===== src/mavdf_pkg.sv =====
// ----------------------------------------------------------------------------
// MAVLink v1 receive deframer package
// Shared types, codes and helper functions for the deframer front end,
// request queue and result back end.
// ----------------------------------------------------------------------------
package mavdf_pkg;

    // Parser phase of the front end.
    typedef enum logic [3:0] {
        PH_START   = 4'd0,
        PH_LEN     = 4'd1,
        PH_SEQ     = 4'd2,
        PH_SYS     = 4'd3,
        PH_COMP    = 4'd4,
        PH_MSGID   = 4'd5,
        PH_PAYLOAD = 4'd6,
        PH_CRC_LO  = 4'd7,
        PH_CRC_HI  = 4'd8
    } t_phase;

    // Result kinds.
    localparam logic [1:0] KIND_CAN     = 2'd0;
    localparam logic [1:0] KIND_ACK     = 2'd1;
    localparam logic [1:0] KIND_VERSION = 2'd2;

    // Ack result codes.
    localparam logic ACK_ACCEPTED    = 1'b0;
    localparam logic ACK_UNSUPPORTED = 1'b1;

    // Framing constants.
    localparam logic [7:0]  START_BYTE = 8'hFE;
    localparam logic [15:0] CRC_SEED   = 16'hFFFF;

    // Message ids that the parser accepts.
    localparam logic [7:0] ID_HEARTBEAT   = 8'd0;
    localparam logic [7:0] ID_PARAM_READ  = 8'd20;
    localparam logic [7:0] ID_PARAM_LIST  = 8'd21;
    localparam logic [7:0] ID_MANUAL_CTRL = 8'd69;
    localparam logic [7:0] ID_CMD_LONG    = 8'd76;

    // Command numbers handled by the long command message.
    localparam logic [15:0] CMD_ARM_DISARM = 16'd400;
    localparam logic [15:0] CMD_VERSION    = 16'd520;
    localparam logic [15:0] CMD_CAPS       = 16'd521;
    localparam logic [15:0] CMD_REQ_MSG    = 16'd512;

    // CAN identifiers.
    localparam logic [10:0] CAN_ID_PITCH_ROLL = 11'h200;
    localparam logic [10:0] CAN_ID_THRUST_YAW = 11'h201;
    localparam logic [10:0] CAN_ID_ARM        = 11'h202;

    localparam logic [2:0] CAN_LEN_AXES = 3'd4;
    localparam logic [2:0] CAN_LEN_ARM  = 3'd1;

    // Bounds for "param1 > 0.5" on the raw IEEE single bits.
    localparam logic [31:0] ARM_LOW_BITS  = 32'h3F00_0000;
    localparam logic [31:0] ARM_HIGH_BITS = 32'h7F80_0000;

    // One request handed from the front end to the back end.
    typedef struct packed {
        logic        is_cmd;
        logic [31:0] word0;
        logic [31:0] word1;
        logic [15:0] command;
    } t_request;

    // X.25 CRC-16 update over one byte.
    function automatic logic [15:0] crc_step(input logic [15:0] crc, input logic [7:0] b);
        logic [7:0] t;
        t = b ^ crc[7:0];
        t = t ^ (t << 4);
        return {8'h00, crc[15:8]} ^ {t, 8'h00} ^ {5'b00000, t, 3'b000}
             ^ {12'h000, t[7:4]};
    endfunction

    // Per-message extra byte folded into the checksum.
    function automatic logic [7:0] extra_byte(input logic [7:0] id);
        logic [7:0] e;
        case (id)
            ID_HEARTBEAT:   e = 8'd50;
            ID_PARAM_READ:  e = 8'd214;
            ID_PARAM_LIST:  e = 8'd159;
            ID_CMD_LONG:    e = 8'd152;
            ID_MANUAL_CTRL: e = 8'd243;
            default:        e = 8'd0;
        endcase
        return e;
    endfunction

endpackage


===== src/mavdf_front.sv =====
// ----------------------------------------------------------------------------
// MAVLink v1 deframer front end
// Parses received bytes, runs the checksum, keeps the payload bytes that the
// actions read and pushes one request per valid actionable frame.
// ----------------------------------------------------------------------------
module mavdf_front #(
    parameter int MAX_PAYLOAD = 64
) (
    input  logic                 i_clk,
    input  logic                 i_rst_n,
    input  logic                 i_accept,
    input  logic [7:0]           i_rx_byte,
    output logic                 o_push,
    output mavdf_pkg::t_request  o_request
);

    localparam int         LEN_W = $clog2(MAX_PAYLOAD + 1);
    localparam logic [7:0] MAX_B = 8'(MAX_PAYLOAD);

    mavdf_pkg::t_phase r_phase, n_phase;
    logic [LEN_W-1:0]  r_len, n_len;
    logic [LEN_W-1:0]  r_index, n_index;
    logic [7:0]        r_msg_id, n_msg_id;
    logic [15:0]       r_crc, n_crc;
    logic [7:0]        r_crc_lo, n_crc_lo;

    // Payload bytes that the actions read: bytes 0..7, 28 and 29.
    logic [7:0]        r_pl [8];
    logic [7:0]        r_pl28;
    logic [7:0]        r_pl29;

    logic [15:0]       crc_in;
    logic [LEN_W-1:0]  index_inc;
    logic              known_id;
    logic              crc_match;

    assign crc_in    = mavdf_pkg::crc_step(r_crc, i_rx_byte);
    assign index_inc = r_index + LEN_W'(1);
    assign known_id  = (i_rx_byte == mavdf_pkg::ID_HEARTBEAT)
                    || (i_rx_byte == mavdf_pkg::ID_PARAM_READ)
                    || (i_rx_byte == mavdf_pkg::ID_PARAM_LIST)
                    || (i_rx_byte == mavdf_pkg::ID_MANUAL_CTRL)
                    || (i_rx_byte == mavdf_pkg::ID_CMD_LONG);
    assign crc_match = mavdf_pkg::crc_step(r_crc, mavdf_pkg::extra_byte(r_msg_id))
                    == {i_rx_byte, r_crc_lo};

    // Next-state logic of the parser.
    always_comb begin
        n_phase  = r_phase;
        n_len    = r_len;
        n_index  = r_index;
        n_msg_id = r_msg_id;
        n_crc    = r_crc;
        n_crc_lo = r_crc_lo;
        if (i_accept) begin
            case (r_phase)
                mavdf_pkg::PH_LEN: begin
                    if (i_rx_byte > MAX_B) begin
                        n_phase = mavdf_pkg::PH_START;
                    end else begin
                        n_len   = i_rx_byte[LEN_W-1:0];
                        n_crc   = crc_in;
                        n_phase = mavdf_pkg::PH_SEQ;
                    end
                end
                mavdf_pkg::PH_SEQ: begin
                    n_crc   = crc_in;
                    n_phase = mavdf_pkg::PH_SYS;
                end
                mavdf_pkg::PH_SYS: begin
                    n_crc   = crc_in;
                    n_phase = mavdf_pkg::PH_COMP;
                end
                mavdf_pkg::PH_COMP: begin
                    n_crc   = crc_in;
                    n_phase = mavdf_pkg::PH_MSGID;
                end
                mavdf_pkg::PH_MSGID: begin
                    if (!known_id) begin
                        n_phase = mavdf_pkg::PH_START;
                    end else begin
                        n_msg_id = i_rx_byte;
                        n_index  = '0;
                        n_crc    = crc_in;
                        n_phase  = (r_len != '0) ? mavdf_pkg::PH_PAYLOAD
                                                 : mavdf_pkg::PH_CRC_LO;
                    end
                end
                mavdf_pkg::PH_PAYLOAD: begin
                    n_crc   = crc_in;
                    n_index = index_inc;
                    if (index_inc >= r_len) begin
                        n_phase = mavdf_pkg::PH_CRC_LO;
                    end
                end
                mavdf_pkg::PH_CRC_LO: begin
                    n_crc_lo = i_rx_byte;
                    n_phase  = mavdf_pkg::PH_CRC_HI;
                end
                mavdf_pkg::PH_CRC_HI: begin
                    n_phase = mavdf_pkg::PH_START;
                end
                default: begin
                    if (i_rx_byte == mavdf_pkg::START_BYTE) begin
                        n_crc   = mavdf_pkg::CRC_SEED;
                        n_phase = mavdf_pkg::PH_LEN;
                    end else begin
                        n_phase = mavdf_pkg::PH_START;
                    end
                end
            endcase
        end
    end

    // Request output: a checked manual control or long command frame.
    always_comb begin
        o_push = i_accept && (r_phase == mavdf_pkg::PH_CRC_HI) && crc_match
              && ((r_msg_id == mavdf_pkg::ID_MANUAL_CTRL)
               || (r_msg_id == mavdf_pkg::ID_CMD_LONG));
        o_request.is_cmd  = (r_msg_id == mavdf_pkg::ID_CMD_LONG);
        o_request.word0   = {r_pl[3], r_pl[2], r_pl[1], r_pl[0]};
        o_request.word1   = {r_pl[7], r_pl[6], r_pl[5], r_pl[4]};
        o_request.command = {r_pl29, r_pl28};
    end

    // Parser registers.
    always_ff @(posedge i_clk) begin
        if (!i_rst_n) begin
            r_phase  <= mavdf_pkg::PH_START;
            r_len    <= '0;
            r_index  <= '0;
            r_msg_id <= '0;
            r_crc    <= mavdf_pkg::CRC_SEED;
            r_crc_lo <= '0;
        end else begin
            r_phase  <= n_phase;
            r_len    <= n_len;
            r_index  <= n_index;
            r_msg_id <= n_msg_id;
            r_crc    <= n_crc;
            r_crc_lo <= n_crc_lo;
        end
    end

    // Payload capture; bytes outside the kept positions are not needed.
    always_ff @(posedge i_clk) begin
        if (!i_rst_n) begin
            for (int k = 0; k < 8; k++) begin
                r_pl[k] <= '0;
            end
            r_pl28 <= '0;
            r_pl29 <= '0;
        end else if (i_accept && (r_phase == mavdf_pkg::PH_PAYLOAD)) begin
            if (r_index < LEN_W'(8)) begin
                r_pl[r_index[2:0]] <= i_rx_byte;
            end
            if (r_index == LEN_W'(28)) begin
                r_pl28 <= i_rx_byte;
            end
            if (r_index == LEN_W'(29)) begin
                r_pl29 <= i_rx_byte;
            end
        end
    end

endmodule


===== src/mavdf_queue.sv =====
// ----------------------------------------------------------------------------
// MAVLink v1 deframer request queue
// Two-entry queue that decouples the byte parser from the result back end.
// ----------------------------------------------------------------------------
module mavdf_queue (
    input  logic                 i_clk,
    input  logic                 i_rst_n,
    input  logic                 i_push,
    input  mavdf_pkg::t_request  i_request,
    input  logic                 i_pop,
    output logic                 o_full,
    output logic                 o_empty,
    output mavdf_pkg::t_request  o_head
);

    mavdf_pkg::t_request r_mem [2];
    logic                r_wr, n_wr;
    logic                r_rd, n_rd;
    logic [1:0]          r_cnt, n_cnt;

    assign o_full  = (r_cnt == 2'd2);
    assign o_empty = (r_cnt == 2'd0);
    assign o_head  = r_mem[r_rd];

    // Pointer and count update.
    always_comb begin
        n_wr  = i_push ? ~r_wr : r_wr;
        n_rd  = i_pop  ? ~r_rd : r_rd;
        n_cnt = r_cnt + {1'b0, i_push} - {1'b0, i_pop};
    end

    always_ff @(posedge i_clk) begin
        if (!i_rst_n) begin
            r_wr  <= 1'b0;
            r_rd  <= 1'b0;
            r_cnt <= 2'd0;
        end else begin
            r_wr  <= n_wr;
            r_rd  <= n_rd;
            r_cnt <= n_cnt;
        end
    end

    // Entry storage.
    always_ff @(posedge i_clk) begin
        if (i_push) begin
            r_mem[r_wr] <= i_request;
        end
    end

endmodule


===== src/mavdf_back.sv =====
// ----------------------------------------------------------------------------
// MAVLink v1 deframer back end
// Expands each queued request into one or two results and holds them in an
// output register until the downstream side takes them.
// ----------------------------------------------------------------------------
module mavdf_back (
    input  logic                 i_clk,
    input  logic                 i_rst_n,
    input  logic                 i_empty,
    input  mavdf_pkg::t_request  i_head,
    output logic                 o_pop,
    input  logic                 i_stall,
    output logic                 o_valid,
    output logic [1:0]           o_kind,
    output logic [10:0]          o_can_id,
    output logic [2:0]           o_can_length,
    output logic [31:0]          o_can_data,
    output logic [15:0]          o_ack_command,
    output logic                 o_ack_code,
    output logic                 o_last
);

    logic        r_valid, n_valid;
    logic        r_sub, n_sub;
    logic [1:0]  r_kind, n_kind;
    logic [10:0] r_can_id, n_can_id;
    logic [2:0]  r_can_length, n_can_length;
    logic [31:0] r_can_data, n_can_data;
    logic [15:0] r_ack_command, n_ack_command;
    logic        r_ack_code, n_ack_code;
    logic        r_last, n_last;

    logic        load;
    logic        arm;
    logic        is_arm_cmd;
    logic        is_ver_cmd;
    logic        is_ok_cmd;

    assign load = !i_empty && (!r_valid || !i_stall);
    assign arm  = (i_head.word0 > mavdf_pkg::ARM_LOW_BITS)
               && (i_head.word0 <= mavdf_pkg::ARM_HIGH_BITS);
    assign is_arm_cmd = (i_head.command == mavdf_pkg::CMD_ARM_DISARM);
    assign is_ver_cmd = (i_head.command == mavdf_pkg::CMD_VERSION);
    assign is_ok_cmd  = (i_head.command == mavdf_pkg::CMD_CAPS)
                     || (i_head.command == mavdf_pkg::CMD_REQ_MSG);

    // Decode the current result of the head request.
    always_comb begin
        n_kind        = mavdf_pkg::KIND_CAN;
        n_can_id      = '0;
        n_can_length  = '0;
        n_can_data    = '0;
        n_ack_command = '0;
        n_ack_code    = mavdf_pkg::ACK_ACCEPTED;
        n_last        = 1'b1;
        if (!i_head.is_cmd) begin
            n_can_length = mavdf_pkg::CAN_LEN_AXES;
            if (!r_sub) begin
                n_can_id   = mavdf_pkg::CAN_ID_PITCH_ROLL;
                n_can_data = i_head.word0;
                n_last     = 1'b0;
            end else begin
                n_can_id   = mavdf_pkg::CAN_ID_THRUST_YAW;
                n_can_data = i_head.word1;
            end
        end else if (is_arm_cmd && !r_sub) begin
            n_can_id     = mavdf_pkg::CAN_ID_ARM;
            n_can_length = mavdf_pkg::CAN_LEN_ARM;
            n_can_data   = {31'd0, arm};
            n_last       = 1'b0;
        end else if (is_ver_cmd && r_sub) begin
            n_kind = mavdf_pkg::KIND_VERSION;
        end else begin
            n_kind        = mavdf_pkg::KIND_ACK;
            n_ack_command = i_head.command;
            n_ack_code    = (is_arm_cmd || is_ver_cmd || is_ok_cmd)
                          ? mavdf_pkg::ACK_ACCEPTED : mavdf_pkg::ACK_UNSUPPORTED;
            n_last        = !is_ver_cmd;
        end
    end

    // Output valid, sub-result index and queue pop.
    always_comb begin
        o_pop   = load && n_last;
        n_valid = load ? 1'b1 : (r_valid && i_stall);
        n_sub   = load ? !n_last : r_sub;
    end

    always_ff @(posedge i_clk) begin
        if (!i_rst_n) begin
            r_valid <= 1'b0;
            r_sub   <= 1'b0;
        end else begin
            r_valid <= n_valid;
            r_sub   <= n_sub;
        end
    end

    // Result register.
    always_ff @(posedge i_clk) begin
        if (load) begin
            r_kind        <= n_kind;
            r_can_id      <= n_can_id;
            r_can_length  <= n_can_length;
            r_can_data    <= n_can_data;
            r_ack_command <= n_ack_command;
            r_ack_code    <= n_ack_code;
            r_last        <= n_last;
        end
    end

    assign o_valid       = r_valid;
    assign o_kind        = r_kind;
    assign o_can_id      = r_can_id;
    assign o_can_length  = r_can_length;
    assign o_can_data    = r_can_data;
    assign o_ack_command = r_ack_command;
    assign o_ack_code    = r_ack_code;
    assign o_last        = r_last;

endmodule


===== src/mavlink_v1_receive_deframer.sv =====
// ----------------------------------------------------------------------------
// MAVLink v1 receive deframer
// Parses received radio bytes into MAVLink v1 frames, checks the X.25
// checksum and turns manual control and long command frames into CAN, ack
// and version requests.
//
//   Channel | Direction | Handshake           | Payload
//   --------+-----------+---------------------+---------------------------------
//   rx      | in        | i_valid / o_stall   | i_rx_byte
//   result  | out       | o_valid / i_stall   | o_kind, o_can_id, o_can_length,
//           |           |                     | o_can_data, o_ack_command,
//           |           |                     | o_ack_code, o_last
//
// One byte is taken per cycle while o_stall is low, and the checksum and
// phase are registered. A valid manual control or long command frame queues
// one request; the back end expands it into one or two results.
// A two-entry request queue sits between parser and output register;
// o_stall rises only while that queue is full.
// Synchronous active-low reset; the parser starts out hunting for 0xFE.
// ----------------------------------------------------------------------------
module mavlink_v1_receive_deframer #(
    parameter int MAX_PAYLOAD = 64
) (
    input  logic        i_clk,
    input  logic        i_rst_n,
    input  logic        i_valid,
    output logic        o_stall,
    input  logic [7:0]  i_rx_byte,
    output logic        o_valid,
    input  logic        i_stall,
    output logic [1:0]  o_kind,
    output logic [10:0] o_can_id,
    output logic [2:0]  o_can_length,
    output logic [31:0] o_can_data,
    output logic [15:0] o_ack_command,
    output logic        o_ack_code,
    output logic        o_last
);

    logic                accept;
    logic                push;
    logic                pop;
    logic                full;
    logic                empty;
    mavdf_pkg::t_request request;
    mavdf_pkg::t_request head;

    assign o_stall = full;
    assign accept  = i_valid && !full;

    // Byte parser.
    mavdf_front #(
        .MAX_PAYLOAD(MAX_PAYLOAD)
    ) u_front (
        .i_clk     (i_clk),
        .i_rst_n   (i_rst_n),
        .i_accept  (accept),
        .i_rx_byte (i_rx_byte),
        .o_push    (push),
        .o_request (request)
    );

    // Request queue.
    mavdf_queue u_queue (
        .i_clk     (i_clk),
        .i_rst_n   (i_rst_n),
        .i_push    (push),
        .i_request (request),
        .i_pop     (pop),
        .o_full    (full),
        .o_empty   (empty),
        .o_head    (head)
    );

    // Result expansion and output register.
    mavdf_back u_back (
        .i_clk         (i_clk),
        .i_rst_n       (i_rst_n),
        .i_empty       (empty),
        .i_head        (head),
        .o_pop         (pop),
        .i_stall       (i_stall),
        .o_valid       (o_valid),
        .o_kind        (o_kind),
        .o_can_id      (o_can_id),
        .o_can_length  (o_can_length),
        .o_can_data    (o_can_data),
        .o_ack_command (o_ack_command),
        .o_ack_code    (o_ack_code),
        .o_last        (o_last)
    );

endmodule


===== config.mk =====
export PLATFORM = sky130hd
export DESIGN_NAME = mavlink_v1_receive_deframer
export DESIGN_NICKNAME = d
export VERILOG_FILES = /design/src/mavdf_pkg.sv /design/src/mavdf_front.sv /design/src/mavdf_queue.sv /design/src/mavdf_back.sv /design/src/mavlink_v1_receive_deframer.sv
export SDC_FILE = /design/constraint.sdc
export NUM_CORES = 1
export LEC_CHECK = 0
export BUFFER_PORTS_ARGS = -buffer_cell sky130_fd_sc_hd__buf_2
export CAP_MARGIN = 15
export CORE_MARGIN = 2
export CORE_UTILIZATION = 57
export DETAILED_ROUTE_END_ITERATION = 12
export GPL_TIMING_DRIVEN = 1
export PLACE_DENSITY = 0.85
export SKIP_LAST_GASP = 1
export SYNTH_ARGS = -nofsm -noshare
export SYNTH_HDL_FRONTEND = slang
export SYNTH_SLANG_ARGS = --single-unit

===== constraint.sdc =====
create_clock -name i_clk -period 8.7 [get_ports i_clk]
set_input_delay 0.435 -clock i_clk [delete_from_list [all_inputs] [get_ports i_clk]]
set_output_delay 0.435 -clock i_clk [all_outputs]
set_load 0.05 [all_outputs]

==> results.md <==
* CTS tree: done
* Global Route met2 Usage at 0.369
* P_leak at 6.03 nW
* Yosys warning count at 0
* Pwr Density at 203 nW/um^2
* GRT Util Overall at 0.219
* First-pass GRT wire length at 47,400 um
* Fin Setup TNS at 0 ns
* # rows at 59
* Period utilisation layout at 0.521
* Hold_buf cts at 0
* Switching share of power at 0.197
* Dpl hpwl at 18,100 um
* Die X at 166 um
* Slew headroom at 0.261
* Crit path kind: flop to flop
* MaxCap Viol Count at 0
* Area grow syn2layout at 11.7%
* Reg clk slew, reported paths at 0.07 ns
* Max VDD drop at 0.000169 V
* Worst-Margin Slew at 1.10 ns
* Die Height at 166 um
* Worst-Skew Late Latency at 0.52 ns
* Flops & latches, synth at 355
* Max clock buf depth at 3
* Core Area at 25,800 um^2
* Arrival time worst endpoint at 4.67 ns
* CP Capture Type: flop
* Post-synth top area share at 0.569
* Number of antenna violations at the first check in global routing at 0
* Post-synth ARST share at 0
* Nets at 1,131
* Inserted Diodes at 0
* Sequential Power Share at 0.546
* DRT iter0 DRCs at 772
* Fin area at 16,600 um^2
* Most Used Layer, Global Route: met2
* Ys flop type: edfxtp_1
* Largest net degree at the start of global routing at 84
* Share of total power in the clock network at 0.435
* Met3 Resource Use GR at 0.0366
* Net switching power figure at 0.000665 W
* Outcome: finished clean
* Final Slew Violations at 0
* Worst setup SP type: flop
* Min-delay worst type: input port to flop
* RePlAce Congestion at 0.810
* Top cells by area, synth: edfxtp_1, dfxtp_1, mux2i_1
* Fillers at 1,788
* CP required at 8.84 ns
* Wirelength, routed at 30,000 um
* Setup WS post-layout at 4.17 ns
* Post CTS Setup Buffer Count at 0
* Int Power at 0.00270 W
* Largest area contributor in the netlist: edfxtp_1
* Post-layout min period at 4.53 ns
* DIE AREA at 27,400 um^2
* Final Power at 0.00337 W
* Dpl ws at 4.19 ns
* Fraction of layout cells with a size suffix above 1 at 0.155
* Post-DP Area at 15,500 um^2
* WL per Instance at 20.5 um
* Endpoints failing hold at 0
* Drt drc at 0
* CTS Buf Count at 36
* Met1 Usage GRT at 0.289
* Synthesized instance count at 1,046
* Setup Skew at 0.0170 ns
* IO Port Bufs at 70
* Via/cell ratio at 5.83
* Root Buffer Master: clkbuf_16
* PostCTS Resize Cnt at 0
* Mapped Area at 14,900 um^2
* Final setup viols at 0
* Grt ovf at 0
* Vias in the first global route at 8,700
* H-tree lvl count at 2
* Clock sink total at 355
* ANT nets after route at 0
* Drt pass-1 iters at 7
* Max Fclk at 0.221 GHz
* Initial Utilization at 0.576
* Combinational group share of total power at 0.019
* Sequential fraction of the synthesis area at 0.667
* Syn Area/Cell at 14.2 um^2
* # IOs at 80
* EDFF count, synth at 282
* Vias at 8,543
* RSZ-0062 raised after global routing: no
* Crit-path max FO at 59
* Count of cell types in the netlist at 58
==> power by group through the flow <==
stage | logic (W) | clock network (W) | registers (W)
6_report | 0.0000625 | 0.00147 | 0.00184
4_1_cts | 0.0000615 | 0.00148 | 0.00184
3_3_place_gp | 0.0000602 | 0 | 0.00188
2_1_floorplan | 0.0000456 | 0 | 0.00187
3_5_place_dp | 0.0000612 | 0 | 0.00188
5_1_grt | 0.0000659 | 0.00155 | 0.00184
==> worst max-delay path, stage by stage (launching register included) <==
cell       delay (ns)
dfxtp_1          0.39
nor4b_1          0.56
nand4b_1         0.42
xnor2_1          0.25
or4_1            0.50
a2111oi_2        0.37
nand4_1          0.25
nor2_4           0.63
buf_4            0.75
==> path summary, 6_finish.rpt <==
check             slack (ns)                start                    to  cells past startpoint
setup / recovery        4.17  u_front.r_msg_id[2]  u_queue.r_mem[0][50]                      8
hold / removal          0.22              i_stall        u_back.o_valid                      3
setup reg to reg        4.17  u_front.r_msg_id[2]  u_queue.r_mem[0][50]                      8
hold reg to reg         0.44   u_front.r_pl[1][7]  u_queue.r_mem[1][63]                      0
==> sequential cells by signal (all words and copies together), names as in the netlist, 2 cells and up, named ones only <==
register              flops
u_back.o_can_length       2
u_queue.r_mem           162
u_front.r_index           7
u_front.r_pl             64
u_front.r_msg_id          8
u_back.o_kind             2
u_front.r_phase           4
u_front.r_crc            16
u_front.r_len             7
u_back.o_can_id           2
u_back.o_can_data        32
u_front.r_crc_lo          8
u_front.r_pl29            8
u_queue.r_cnt             2
u_back.o_ack_command     16
u_front.r_pl28            8
==> cell usage after synthesis, types with 10 or more instances <==
cell and instances:
o21ai_0 35, mux4_2 28, inv_1 18, xnor2_1 36
clkbuf_1 48, mux2i_1 65, and2_1 101, ha_1 12
nor3_1 19, xor2_1 22, dfxtp_1 73, buf_4 10
nor2_1 65, and3_1 16, a21oi_1 10, nand3_1 13
nor2b_1 54, edfxtp_1 282, nand2_1 26
==> per-stage QoR <==
stage / hold slack [ns] / cells / util
floorplan: 0.421 / 1054 / -
global placement: 0.423 / 1404 / 0.601
detailed placement: 0.431 / 1404 / 0.601
CTS: 0.208 / 1465 / 0.644
global route: 0.211 / 1465 / 0.644
finish: 0.219 / 1465 / 0.644
==> kinds of logic after synthesis <==
group                    share of synthesized area
flip-flops                                   0.667
AO/OA/AOI/OAI                               0.0306
buffers and inverters                       0.0242
other                                     0.000252
multiplexers                                0.0906
XOR/XNOR                                    0.0372
adder cells (fa/ha/maj)                     0.0108
AND/OR/NAND/NOR                              0.140
==> routing by layer <==
layer,up-vias,wire (um)
met1,4198,12300
met4,0,914
li1,3914,-
met5,-,0
met3,85,1980
met2,346,14900
==> cells in the final DEF (no fill, tap or decap), types with 6 or more instances in the layout <==
master     netlist  layout
edfxtp_1       282     282
and2_1         101     100
dfxtp_1         73      72
buf_2            3      70
mux2i_1         65      65
nor2_1          65      64
nor2b_1         54      54
xnor2_1         36      36
clkbuf_16        0      36
o21ai_0         35      33
mux4_2          28      28
nand2_1         26      26
xor2_1          22      22
nor3_1          19      19
inv_1           18      18
and3_1          16      16
nand3_1         13      13
ha_1            12      12
buf_4           10      12
nand4_1          9       9
nor4_1           9       9
a21oi_1         10       9
conb_1           1       9
clkbuf_1        48       9
nand2b_1         8       8
or4_1            7       7
mux2_2           6       6
nor4b_1          6       6
a211oi_1         6       6
==> layout make-up <==
cell class | instances | area (um^2) | share of cell area
clock inverter | 16 | 175 | 0.0105
clock buffer | 45 | 935 | 0.0562
inverter | 18 | 67.6 | 0.00406
tap | 335 | 419 | 0.0252
sequential | 355 | 9930 | 0.597
multi-input combinational | 614 | 4660 | 0.280
timing repair buffer | 82 | 440 | 0.0265
(Power assumes the default switching activity.)
